===== src/design/crs_pkg.sv =====
// Package for the command retry scheduler: field widths, codes and entry record.
// No dependencies.
package crs_pkg;
    localparam int DEPTH_DEF = 16;
    localparam logic [15:0] TIMEOUT_RST = 16'd30;
    localparam logic [3:0]  RETRY_RST   = 4'd3;

    typedef enum logic [1:0] {
        F_LOAD = 2'd0, F_REPORT = 2'd1, F_TICK = 2'd2, F_RECONNECT = 2'd3
    } t_func;

    typedef enum logic [1:0] {
        K_SEND = 2'd0, K_RESEND = 2'd1, K_DONE = 2'd2
    } t_kind;

    localparam logic CFG_TIMEOUT = 1'b0;
    localparam logic CFG_RETRY   = 1'b1;

    typedef struct packed {
        logic        done;
        logic        sent;
        logic [7:0]  number;
        logic [7:0]  atype;
        logic [15:0] payload;
        logic [15:0] order;
        logic [15:0] stamp;
        logic [7:0]  sends;
        logic [3:0]  timeouts;
    } t_entry;
endpackage


===== src/design/crs_if.sv =====
// Valid/ready channel interfaces for items, results and configuration writes.
// Depends on nothing.
interface crs_in_if;
    logic       valid;
    logic       ready;
    logic [1:0] func;
    logic [7:0] cmd_num;
    logic [7:0] action_type;
    logic [15:0] payload_ref;
    logic       last;
    logic       finished;
    modport source (output valid, func, cmd_num, action_type, payload_ref,
                    last, finished, input ready);
    modport sink (input valid, func, cmd_num, action_type, payload_ref,
                  last, finished, output ready);
endinterface

interface crs_out_if;
    logic       valid;
    logic       ready;
    logic [1:0] kind;
    logic [7:0] sent_number;
    logic [15:0] sent_payload;
    logic [7:0] running_type;
    logic [7:0] times_sent;
    logic [4:0] entry_count;
    modport source (output valid, kind, sent_number, sent_payload, running_type,
                    times_sent, entry_count, input ready);
    modport sink (input valid, kind, sent_number, sent_payload, running_type,
                  times_sent, entry_count, output ready);
endinterface

interface crs_cfg_if;
    logic        valid;
    logic        ready;
    logic        index;
    logic [15:0] data;
    modport source (output valid, index, data, input ready);
    modport sink (input valid, index, data, output ready);
endinterface


===== src/design/crs_table.sv =====
// Entry memory: one synchronous read port, one write port, registered read data.
// Depends on crs_pkg.
module crs_table #(
    parameter int DEPTH = crs_pkg::DEPTH_DEF,
    localparam int AW = (DEPTH > 1) ? $clog2(DEPTH) : 1
) (
    input  logic                  i_clk,
    input  logic [AW-1:0]         i_raddr,
    output crs_pkg::t_entry       o_rdata,
    input  logic                  i_we,
    input  logic [AW-1:0]         i_waddr,
    input  crs_pkg::t_entry       i_wdata
);
    import crs_pkg::*;
    t_entry r_mem [DEPTH];
    t_entry r_rdata;

    always_ff @(posedge i_clk) begin
        if (i_we) begin
            r_mem[i_waddr] <= i_wdata;
        end
        r_rdata <= r_mem[i_raddr];
    end
    assign o_rdata = r_rdata;
endmodule


===== src/design/command_retry_scheduler.sv =====
// Command retry scheduler. Usage:
//   Items enter on u_in (func load/report/tick/reconnect); results leave on
//   u_out (send, resend, batch done); u_cfg writes timeout_ticks (index 0)
//   and max_retries (index 1). The user must write them only while the
//   block is idle; the block itself does not enforce it. Entries live in a
//   single-port-read memory of DEPTH words; valid bits are flip-flops. A
//   plain load is written in its accept cycle (unless the table is full)
//   and the block is ready again on the next one. A finished report, a
//   tick and a reconnect with a running action walk the table once, one
//   entry per cycle with registered read data. A selection (load with
//   last, or report or failing tick with entries left) makes a pass in
//   S_SEL, a write-back in S_WB and loads the result register in S_OUT;
//   with no candidate it returns to idle. One item at a time.
//   A result sits in an output register until taken; the next item is
//   accepted while it waits, and the block stalls only when a new result
//   would be produced while the old is still held.
//   Reset (i_rst_n low, synchronous) clears valid bits, tick counter, send
//   sequence and running action and loads the register defaults; no
//   clearing pass is needed.
// Depends on crs_pkg, crs_if and crs_table.
module command_retry_scheduler #(
    parameter int DEPTH = crs_pkg::DEPTH_DEF
) (
    input  logic i_clk,
    input  logic i_rst_n,
    crs_in_if.sink    u_in,
    crs_out_if.source u_out,
    crs_cfg_if.sink   u_cfg
);
    import crs_pkg::*;
    localparam int AW = (DEPTH > 1) ? $clog2(DEPTH) : 1;
    localparam int CW = $clog2(DEPTH + 1);

    typedef enum logic [2:0] {
        S_IDLE, S_SCAN, S_SEL, S_WB, S_OUT
    } t_state;

    // scan modes
    typedef enum logic [1:0] {
        M_LOAD, M_REPORT, M_TICK, M_RECON
    } t_mode;

    t_state r_state;
    t_mode  r_mode;
    logic [15:0] r_timeout;
    logic [3:0]  r_retry;
    logic        r_run_valid;
    logic [7:0]  r_run_type;
    logic [15:0] r_tick;
    logic [15:0] r_seq;
    logic [DEPTH-1:0] r_used;
    logic [CW-1:0] r_count;

    logic [7:0]  r_num;

    logic [AW:0] r_idx;        // issue index
    logic        r_rv;         // read data valid
    logic [AW-1:0] r_ridx;     // index of read data
    logic        r_hit;        // report matched / failed flag
    logic        r_incomp;     // incomplete entry seen
    logic        r_bvalid;
    logic [AW-1:0] r_bidx;
    t_entry      r_best;

    logic        r_ovalid;
    logic [1:0]  r_okind;
    logic [7:0]  r_onum;
    logic [15:0] r_opay;
    logic [7:0]  r_otype;
    logic [7:0]  r_osends;
    logic [4:0]  r_ocnt;

    logic [AW-1:0] raddr;
    t_entry rdata;
    logic we;
    logic [AW-1:0] waddr;
    t_entry wdata;

    crs_table #(.DEPTH(DEPTH)) u_table (
        .i_clk(i_clk), .i_raddr(raddr), .o_rdata(rdata),
        .i_we(we), .i_waddr(waddr), .i_wdata(wdata)
    );

    assign raddr = r_idx[AW-1:0];
    assign u_in.ready = (r_state == S_IDLE);
    assign u_cfg.ready = 1'b1;
    assign u_out.valid = r_ovalid;
    assign u_out.kind = r_okind;
    assign u_out.sent_number = r_onum;
    assign u_out.sent_payload = r_opay;
    assign u_out.running_type = r_otype;
    assign u_out.times_sent = r_osends;
    assign u_out.entry_count = r_ocnt;

    // entry under scan and its candidacy
    logic   used_i;
    t_entry cur;
    logic   cand;
    logic   better;
    logic [15:0] age_e, age_b, age_t;
    t_entry tick_e;
    logic   tick_upd, tick_fail;
    logic [3:0] to_n;

    always_comb begin
        used_i = r_used[r_ridx];
        cur = rdata;
        cand = used_i && !cur.done && (cur.timeouts < r_retry);
        age_e = r_seq - cur.order;
        age_b = r_seq - r_best.order;
        if (!r_bvalid) better = 1'b1;
        else if (!cur.sent && r_best.sent) better = 1'b1;
        else if (cur.sent && !r_best.sent) better = 1'b0;
        else if (!cur.sent) begin
            if (cur.sends != r_best.sends) better = cur.sends < r_best.sends;
            else better = cur.number < r_best.number;
        end else better = age_e > age_b;
        age_t = r_tick - cur.stamp;
        tick_e = cur;
        tick_upd = used_i && !cur.done && cur.sent && (age_t > r_timeout);
        to_n = (cur.timeouts < 4'd15) ? cur.timeouts + 4'd1 : cur.timeouts;
        tick_fail = tick_upd && (to_n >= r_retry);
        tick_e.timeouts = to_n;
        if (tick_fail) tick_e.done = 1'b1;
        else tick_e.sent = 1'b0;
    end

    logic scan_end;
    assign scan_end = r_rv && (r_ridx == AW'(DEPTH - 1));

    // lowest free slot from valid bits
    logic [AW-1:0] free_idx;
    always_comb begin
        free_idx = '0;
        for (int i = DEPTH - 1; i >= 0; i--) begin
            if (!r_used[i]) free_idx = AW'(i);
        end
    end

    always_comb begin
        we = 1'b0;
        waddr = r_ridx;
        wdata = cur;
        if (r_state == S_SCAN && r_rv) begin
            if (r_mode == M_REPORT && used_i && cur.number == r_num && !r_hit) begin
                we = 1'b1;
                wdata.done = 1'b1;
            end else if (r_mode == M_TICK && tick_upd) begin
                we = 1'b1;
                wdata = tick_e;
            end
        end else if (r_state == S_WB) begin
            we = 1'b1;
            waddr = r_bidx;
            wdata = r_best;
            wdata.sent = 1'b1;
            wdata.stamp = r_tick;
            wdata.order = r_seq;
            wdata.sends = (r_best.sends != 8'hFF) ? r_best.sends + 8'd1 : r_best.sends;
        end else if (r_state == S_IDLE && u_in.valid && u_in.ready
                     && t_func'(u_in.func) == F_LOAD) begin
            we = (r_count != CW'(DEPTH));
            waddr = free_idx;
            wdata = '0;
            wdata.number = u_in.cmd_num;
            wdata.atype = u_in.action_type;
            wdata.payload = u_in.payload_ref;
        end
    end

    always_ff @(posedge i_clk) begin
        if (!i_rst_n) begin
            r_state <= S_IDLE;
            r_mode <= M_LOAD;
            r_timeout <= TIMEOUT_RST;
            r_retry <= RETRY_RST;
            r_run_valid <= 1'b0;
            r_run_type <= '0;
            r_tick <= '0;
            r_seq <= '0;
            r_used <= '0;
            r_count <= '0;
            r_ovalid <= 1'b0;
            r_rv <= 1'b0;
            r_idx <= '0;
        end else begin
            if (u_cfg.valid) begin
                if (u_cfg.index == CFG_TIMEOUT) r_timeout <= u_cfg.data;
                else r_retry <= u_cfg.data[3:0];
            end
            if (u_out.ready && r_state != S_OUT) r_ovalid <= 1'b0;
            unique case (r_state)
                S_IDLE: begin
                    if (u_in.valid && u_in.ready) begin
                        r_num <= u_in.cmd_num;
                        r_hit <= 1'b0;
                        r_incomp <= 1'b0;
                        r_bvalid <= 1'b0;
                        r_idx <= '0;
                        r_rv <= 1'b0;
                        unique case (t_func'(u_in.func))
                            F_LOAD: begin
                                if (r_count != CW'(DEPTH)) begin
                                    r_used[free_idx] <= 1'b1;
                                    r_count <= r_count + CW'(1);
                                end
                                r_mode <= M_LOAD;
                                if (u_in.last) begin
                                    r_state <= S_SEL;
                                end
                            end
                            F_REPORT: begin
                                r_mode <= M_REPORT;
                                if (u_in.finished) r_state <= S_SCAN;
                            end
                            F_TICK: begin
                                r_mode <= M_TICK;
                                r_tick <= r_tick + 16'd1;
                                r_state <= S_SCAN;
                            end
                            default: begin
                                r_mode <= M_RECON;
                                if (r_run_valid) r_state <= S_SCAN;
                            end
                        endcase
                    end
                end
                S_SCAN, S_SEL: begin
                    if (!scan_end) begin
                        if (r_idx != (AW+1)'(DEPTH)) r_idx <= r_idx + (AW+1)'(1);
                        r_rv <= (r_idx != (AW+1)'(DEPTH));
                    end
                    r_ridx <= r_idx[AW-1:0];
                    if (r_rv) begin
                        if (r_state == S_SEL) begin
                            if (cand && better) begin
                                r_bvalid <= 1'b1;
                                r_bidx <= r_ridx;
                                r_best <= cur;
                            end
                        end else begin
                            unique case (r_mode)
                                M_REPORT: begin
                                    if (used_i && cur.number == r_num) r_hit <= 1'b1;
                                    if (used_i && !cur.done
                                        && !(cur.number == r_num && !r_hit))
                                        r_incomp <= 1'b1;
                                end
                                M_TICK: begin
                                    if (tick_fail) r_hit <= 1'b1;
                                    if (used_i && !cur.done && !tick_fail)
                                        r_incomp <= 1'b1;
                                end
                                M_RECON: begin
                                    if (used_i && !cur.done && cur.atype == r_run_type
                                        && (!r_bvalid || cur.number < r_best.number)) begin
                                        r_bvalid <= 1'b1;
                                        r_best <= cur;
                                    end
                                end
                                default: ;
                            endcase
                        end
                    end
                    if (scan_end) begin
                        r_idx <= '0;
                        r_rv <= 1'b0;
                        if (r_state == S_SEL) begin
                            if ((cand && better) || r_bvalid) r_state <= S_WB;
                            else r_state <= S_IDLE;
                        end else begin
                            unique case (r_mode)
                                M_RECON: begin
                                    if (r_bvalid || (used_i && !cur.done
                                        && cur.atype == r_run_type))
                                        r_state <= S_OUT;
                                    else r_state <= S_IDLE;
                                end
                                M_TICK: begin
                                    if (r_hit || tick_fail) begin
                                        if (r_incomp || (used_i && !cur.done && !tick_fail))
                                            r_state <= S_SEL;
                                        else r_state <= S_OUT;
                                    end else r_state <= S_IDLE;
                                end
                                default: begin
                                    if (r_incomp || (used_i && !cur.done
                                        && !(cur.number == r_num && !r_hit)))
                                        r_state <= S_SEL;
                                    else r_state <= S_OUT;
                                end
                            endcase
                        end
                    end
                end
                S_WB: begin
                    r_run_valid <= 1'b1;
                    r_run_type <= r_best.atype;
                    r_seq <= r_seq + 16'd1;
                    r_state <= S_OUT;
                    r_mode <= M_LOAD;
                end
                S_OUT: begin
                    if (!r_ovalid || u_out.ready) begin
                        r_ovalid <= 1'b1;
                        r_state <= S_IDLE;
                        if (r_mode == M_RECON) begin
                            r_okind <= K_RESEND;
                            r_onum <= r_best.number;
                            r_opay <= r_best.payload;
                            r_otype <= r_run_type;
                            r_osends <= r_best.sends;
                            r_ocnt <= 5'(r_count);
                        end else if (r_mode == M_LOAD) begin
                            r_okind <= K_SEND;
                            r_onum <= r_best.number;
                            r_opay <= r_best.payload;
                            r_otype <= r_best.atype;
                            r_osends <= (r_best.sends != 8'hFF) ? r_best.sends + 8'd1
                                                               : r_best.sends;
                            r_ocnt <= 5'(r_count);
                        end else begin
                            r_okind <= K_DONE;
                            r_onum <= '0;
                            r_opay <= '0;
                            r_otype <= r_run_valid ? r_run_type : 8'd0;
                            r_osends <= '0;
                            r_ocnt <= '0;
                            r_used <= '0;
                            r_count <= '0;
                            r_run_valid <= 1'b0;
                            r_run_type <= '0;
                        end
                    end
                end
                default: r_state <= S_IDLE;
            endcase
        end
    end

`ifndef SYNTHESIS
    a_count: assert property (@(posedge i_clk) disable iff (!i_rst_n)
        r_count == CW'($countones(r_used)))
        else $error("count mismatch");
    a_wb_best: assert property (@(posedge i_clk) disable iff (!i_rst_n)
        r_state == S_WB |-> r_bvalid)
        else $error("write-back without candidate");
    a_seq: assert property (@(posedge i_clk) disable iff (!i_rst_n)
        r_state == S_WB |=> r_seq == $past(r_seq) + 16'd1)
        else $error("sequence not advanced");
`endif
endmodule


===== src/flat_wrapper.sv =====
// flat-port wrapper written by rule: the top's interface ports become plain ports
module command_retry_scheduler_flat import crs_pkg::*;
#(
    parameter int DEPTH = crs_pkg::DEPTH_DEF
)
  (i_clk, i_rst_n, u_in_valid, u_in_func, u_in_cmd_num, u_in_action_type, u_in_payload_ref, u_in_last, u_in_finished, u_in_ready, u_out_valid, u_out_kind, u_out_sent_number, u_out_sent_payload, u_out_running_type, u_out_times_sent, u_out_entry_count, u_out_ready, u_cfg_valid, u_cfg_index, u_cfg_data, u_cfg_ready);
  crs_in_if u_in_i ();
  crs_out_if u_out_i ();
  crs_cfg_if u_cfg_i ();
  input  logic i_clk;
  input  logic i_rst_n;
  input wire logic [$bits(u_in_i.valid)-1:0] u_in_valid;
  input wire logic [$bits(u_in_i.func)-1:0] u_in_func;
  input wire logic [$bits(u_in_i.cmd_num)-1:0] u_in_cmd_num;
  input wire logic [$bits(u_in_i.action_type)-1:0] u_in_action_type;
  input wire logic [$bits(u_in_i.payload_ref)-1:0] u_in_payload_ref;
  input wire logic [$bits(u_in_i.last)-1:0] u_in_last;
  input wire logic [$bits(u_in_i.finished)-1:0] u_in_finished;
  output wire logic [$bits(u_in_i.ready)-1:0] u_in_ready;
  output wire logic [$bits(u_out_i.valid)-1:0] u_out_valid;
  output wire logic [$bits(u_out_i.kind)-1:0] u_out_kind;
  output wire logic [$bits(u_out_i.sent_number)-1:0] u_out_sent_number;
  output wire logic [$bits(u_out_i.sent_payload)-1:0] u_out_sent_payload;
  output wire logic [$bits(u_out_i.running_type)-1:0] u_out_running_type;
  output wire logic [$bits(u_out_i.times_sent)-1:0] u_out_times_sent;
  output wire logic [$bits(u_out_i.entry_count)-1:0] u_out_entry_count;
  input wire logic [$bits(u_out_i.ready)-1:0] u_out_ready;
  input wire logic [$bits(u_cfg_i.valid)-1:0] u_cfg_valid;
  input wire logic [$bits(u_cfg_i.index)-1:0] u_cfg_index;
  input wire logic [$bits(u_cfg_i.data)-1:0] u_cfg_data;
  output wire logic [$bits(u_cfg_i.ready)-1:0] u_cfg_ready;
  assign u_in_i.valid = u_in_valid;
  assign u_in_i.func = u_in_func;
  assign u_in_i.cmd_num = u_in_cmd_num;
  assign u_in_i.action_type = u_in_action_type;
  assign u_in_i.payload_ref = u_in_payload_ref;
  assign u_in_i.last = u_in_last;
  assign u_in_i.finished = u_in_finished;
  assign u_in_ready = u_in_i.ready;
  assign u_out_valid = u_out_i.valid;
  assign u_out_kind = u_out_i.kind;
  assign u_out_sent_number = u_out_i.sent_number;
  assign u_out_sent_payload = u_out_i.sent_payload;
  assign u_out_running_type = u_out_i.running_type;
  assign u_out_times_sent = u_out_i.times_sent;
  assign u_out_entry_count = u_out_i.entry_count;
  assign u_out_i.ready = u_out_ready;
  assign u_cfg_i.valid = u_cfg_valid;
  assign u_cfg_i.index = u_cfg_index;
  assign u_cfg_i.data = u_cfg_data;
  assign u_cfg_ready = u_cfg_i.ready;
  command_retry_scheduler #(.DEPTH(DEPTH)) u_core (.i_clk(i_clk), .i_rst_n(i_rst_n), .u_in(u_in_i), .u_out(u_out_i), .u_cfg(u_cfg_i));
endmodule

===== config.mk =====
export PLATFORM = sky130hd
export DESIGN_NAME = command_retry_scheduler_flat
export DESIGN_NICKNAME = d
export VERILOG_FILES = /design/src/design/crs_pkg.sv /design/src/design/crs_if.sv /design/src/design/crs_table.sv /design/src/design/command_retry_scheduler.sv /design/src/flat_wrapper.sv
export SDC_FILE = /design/constraint.sdc
export NUM_CORES = 2
export LEC_CHECK = 0
export BUFFER_PORTS_ARGS = -buffer_cell sky130_fd_sc_hd__buf_2
export CAP_MARGIN = 20
export CORE_MARGIN = 2
export CORE_UTILIZATION = 55
export CTS_BUF_LIST = sky130_fd_sc_hd__clkbuf_4 sky130_fd_sc_hd__clkbuf_8
export CTS_CLUSTER_DIAMETER = 120
export DETAILED_ROUTE_END_ITERATION = 8
export GPL_TIMING_DRIVEN = 1
export PLACE_DENSITY = 0.79
export SKIP_LAST_GASP = 1
export SYNTH_ARGS = -nofsm -noshare
export SYNTH_HDL_FRONTEND = slang
export SYNTH_HIERARCHICAL = 1
export SYNTH_SLANG_ARGS = --single-unit

===== constraint.sdc =====
create_clock -name i_clk -period 13.05 [get_ports i_clk]
set_input_delay 3.915 -clock i_clk [delete_from_list [all_inputs] [get_ports i_clk]]
set_output_delay 3.915 -clock i_clk [all_outputs]
set_load 0.005 [all_outputs]

==> results.ini <==
[final_layout]
fin_cells=5492
final_nets=3965
drive_gt1_share_pct=23.46
area_growth_pct=11.58
finalCoreUtilization_pct=61.81

[synthesis]
synthDistinctLibCells=94
synthTopCellsByArea=edfxtp_1 (66%), mux4_2 (11%), dfxtp_1 (5.5%), ha_1 (2.2%), a22oi_1 (2.1%)
synthFlopType=edfxtp_1
synth_top_area_cell=edfxtp_1
synth_seq_area_share_pct=71.92
synth_seq_cells=1548
synth_area_per_cell_sq_um=17.64
yosysWarningCount=6
synthCells=3529
synthDominantCellAreaShare_pct=66.39
syn_area_sq_um=62240
async_flop_share_pct=0
synth.top_cells.by_count=edfxtp_1 (1,376), mux4_2 (307), nand2_1 (242), a22oi_1 (173), dfxtp_1 (172)
syn_nets=3701
yosysMostFrequentCell=edfxtp_1
synth_edf_count=1376

[placed_design]
place_congestion=0.9293
place_hpwl_mm=85.22
dp.cells=5058
post-place-ws_ns=4.712
numPortBuffers=106

[critical_path]
endpoint_kind=register
worstSetupStartpointType=register
cp_slowest_cell=buf_4
slowest_delay_ns=0.85
crit_type=register to register
cp_cell_sequence=inv_1, ha_1, fa_1, nor2b_1, o21ai_0, a21boi_0, o41ai_1, o2111ai_1, a31o_2, a21oi_1, xnor2_1, ha_1, nand4_1, a2111o_1, a31oi_1, nand2_1, nor2_1, o22ai_1, nand2_1, or3b_2, nor2_4, buf_4
critical_path_arrival_ns=8.15
critPathMaxFanout=53
critical_path_required_ns=13.53
critPathBufInv=2
crit_family=compound AO/OA/AOI/OAI gates

[global_routing]
gr-usage-met2_pct=38.69
globalRouteMet3Util_pct=5.719
grt_start_max_net_pins=146
grt_pass1_vias=34330
overflow=0
grt_pass1_wl_mm=214.9
antenna_found_initial=10
busiest_layer=met2
met1_usage_pct=35.26
grt_use_total_pct=24.82

[sta]
rsz0062_at_grt=false
skew_ns=0.06188
max_freq_mhz=130.3
relSlewSlack_pct=22.78
min_period_over_period_pct=58.80
timing.final.crit_period_ns=7.673
setup_tns_ns=0
holdWs_ns=0.4269
finalSetupViolations=0
tightest_slew_ns=1.151
hold_violations=0
setup_ws_ns=5.377
final_max_slew_viol_count=0

[floorplanning]
std_cell_rows=123
die_h_um=340.4
die-area_sq_um=115900
die_w_um=340.4
ios=108
start_util_pct=55.40
coreArea_sq_um=112300

[clocking]
cts-root-buf=clkbuf_8
cts_hold_buf=0
h-tree-depth=4
cts.sinks=1548
cts_made_buffers=226
path_clk_slew_ns=0.07
clockBufferDepth=3
clock_latency_ns=0.91
postCtsSetupBuffers=0
cts_tree=built
cts_resized=0

[outcome]
outcome=complete, no violations

[route]
via_per_inst=6.221
first_pass_iters=5
vias=34170
drt_iter0_drc=3865
post_drt_wl_per_cell_um=26.12
postRouteAntennaNets=0
drt_wl_total_mm=143.4
remaining_drc_errors=0

[hold_path]
hp-class=register to register

[power_and_ir_drop]
p_per_area_nw_per_um2=181.4
leakagePower_nw=22.97
ir_drop_v=0.0001387

[run]
maxCapViolCount=0

## final timing paths
kind	slack, ns	end	cells after the start	start
worst min register to register	0.43	u_core/r_best[41]$_DFFE_PP_	0	u_core/u_table/o_rdata[41]$_DFF_P_
worst max-delay path	5.38	u_core/u_table/r_mem[3][20]$_DFFE_PP_	22	u_core/r_tick[0]$_SDFFE_PN0P_
worst max register to register	5.38	u_core/u_table/r_mem[3][20]$_DFFE_PP_	22	u_core/r_tick[0]$_SDFFE_PN0P_
worst min-delay path	0.43	u_core/r_best[41]$_DFFE_PP_	0	u_core/u_table/o_rdata[41]$_DFF_P_
## report_power, final
group,switching (mW),internal [mW]
clock,1.81,2.12
sequential,0.170,6.14
combinational,1.46,0.896
total,3.44,9.16
## worst register-to-register path, delay by kind of cell, from the launching register on
kind / cells / cell delay, ns
AOI/OAI and AO/OA: 9 / 2.78
and+or+nand+nor: 7 / 2.33
buffers and inverters: 2 / 0.99
adders and majority gates: 3 / 0.70
DFF: 1 / 0.33
xor gates and xnor gates: 1 / 0.09
## cells in the final DEF (no fill, tap or decap), drive strengths merged, types with 10 or more instances in the layout
cell,count
edfxtp,1376
clkbuf,323
mux4,316
nand2,244
buf,195
a22oi,173
dfxtp,172
nor2,136
inv,124
ha,111
clkinv,80
o21ai,72
nand3,68
xnor2,64
a21oi,54
nor2b,52
and2,43
nor3,33
o31ai,31
o22ai,30
a21boi,26
xor2,25
nand4,21
a21o,20
o21a,19
nand2b,15
and3,15
a22o,14
nor4,11
or3,10
o211ai,10
## metal layers
metal | part of all wire, % | wire (um) | vias up
li1 | - | - | 14650
met1 | 39 | 56180 | 17290
met2 | 48 | 68340 | 1997
met3 | 11 | 15610 | 231
met4 | 2.3 | 3260 | 8
met5 | 0.032 | 46 | -
## cell families (layout without fill, tap and decap cells)
| logic type | count (synthesis) | in the layout | synth area share, % |
|---|---|---|---|
| and+or+nand+nor | 674 | 674 | 5.171 |
| adders and majority gates | 114 | 114 | 2.328 |
| AOI/OAI and AO/OA | 505 | 505 | 5.689 |
| muxes | 322 | 322 | 11.59 |
| buffers and inverters | 276 | 736 | 2.040 |
| other | 1 | 4 | 0.006025 |
| xor gates and xnor gates | 89 | 89 | 1.252 |
| DFF | 1548 | 1548 | 71.92 |
## flip-flops by register name, summed over array words and instances (netlist names), 16 cells and up
signal / count
u_core/u_table/r_mem: 1248
u_core/u_table/o_rdata: 78
u_core/u_out.sent_payload: 16
u_core/r_tick: 16
u_core/r_seq: 16
u_core/r_used: 16
u_core/r_best: 62
u_core/r_timeout: 16
## layout make-up
class | instances | area (sq um)
multi-input combinational | 1705 | 16420
clock inverter | 101 | 721.9
clock buffer | 323 | 3964
antenna | 3 | 7.507
fill | 7510 | 42900
timing repair buffer | 195 | 1247
tap | 1500 | 1877
sequential | 1548 | 44770
inverter | 117 | 441.7
## through the flow
step,instance area (sq um),total power [mW]
floorplan,62240,8.008
global placement,64670,8.654
detailed placement,64680,8.744
CTS,69370,12.64
global route,69440,13.09
finish,69450,12.60
Note: power is estimated with default switching activity, not from simulation.
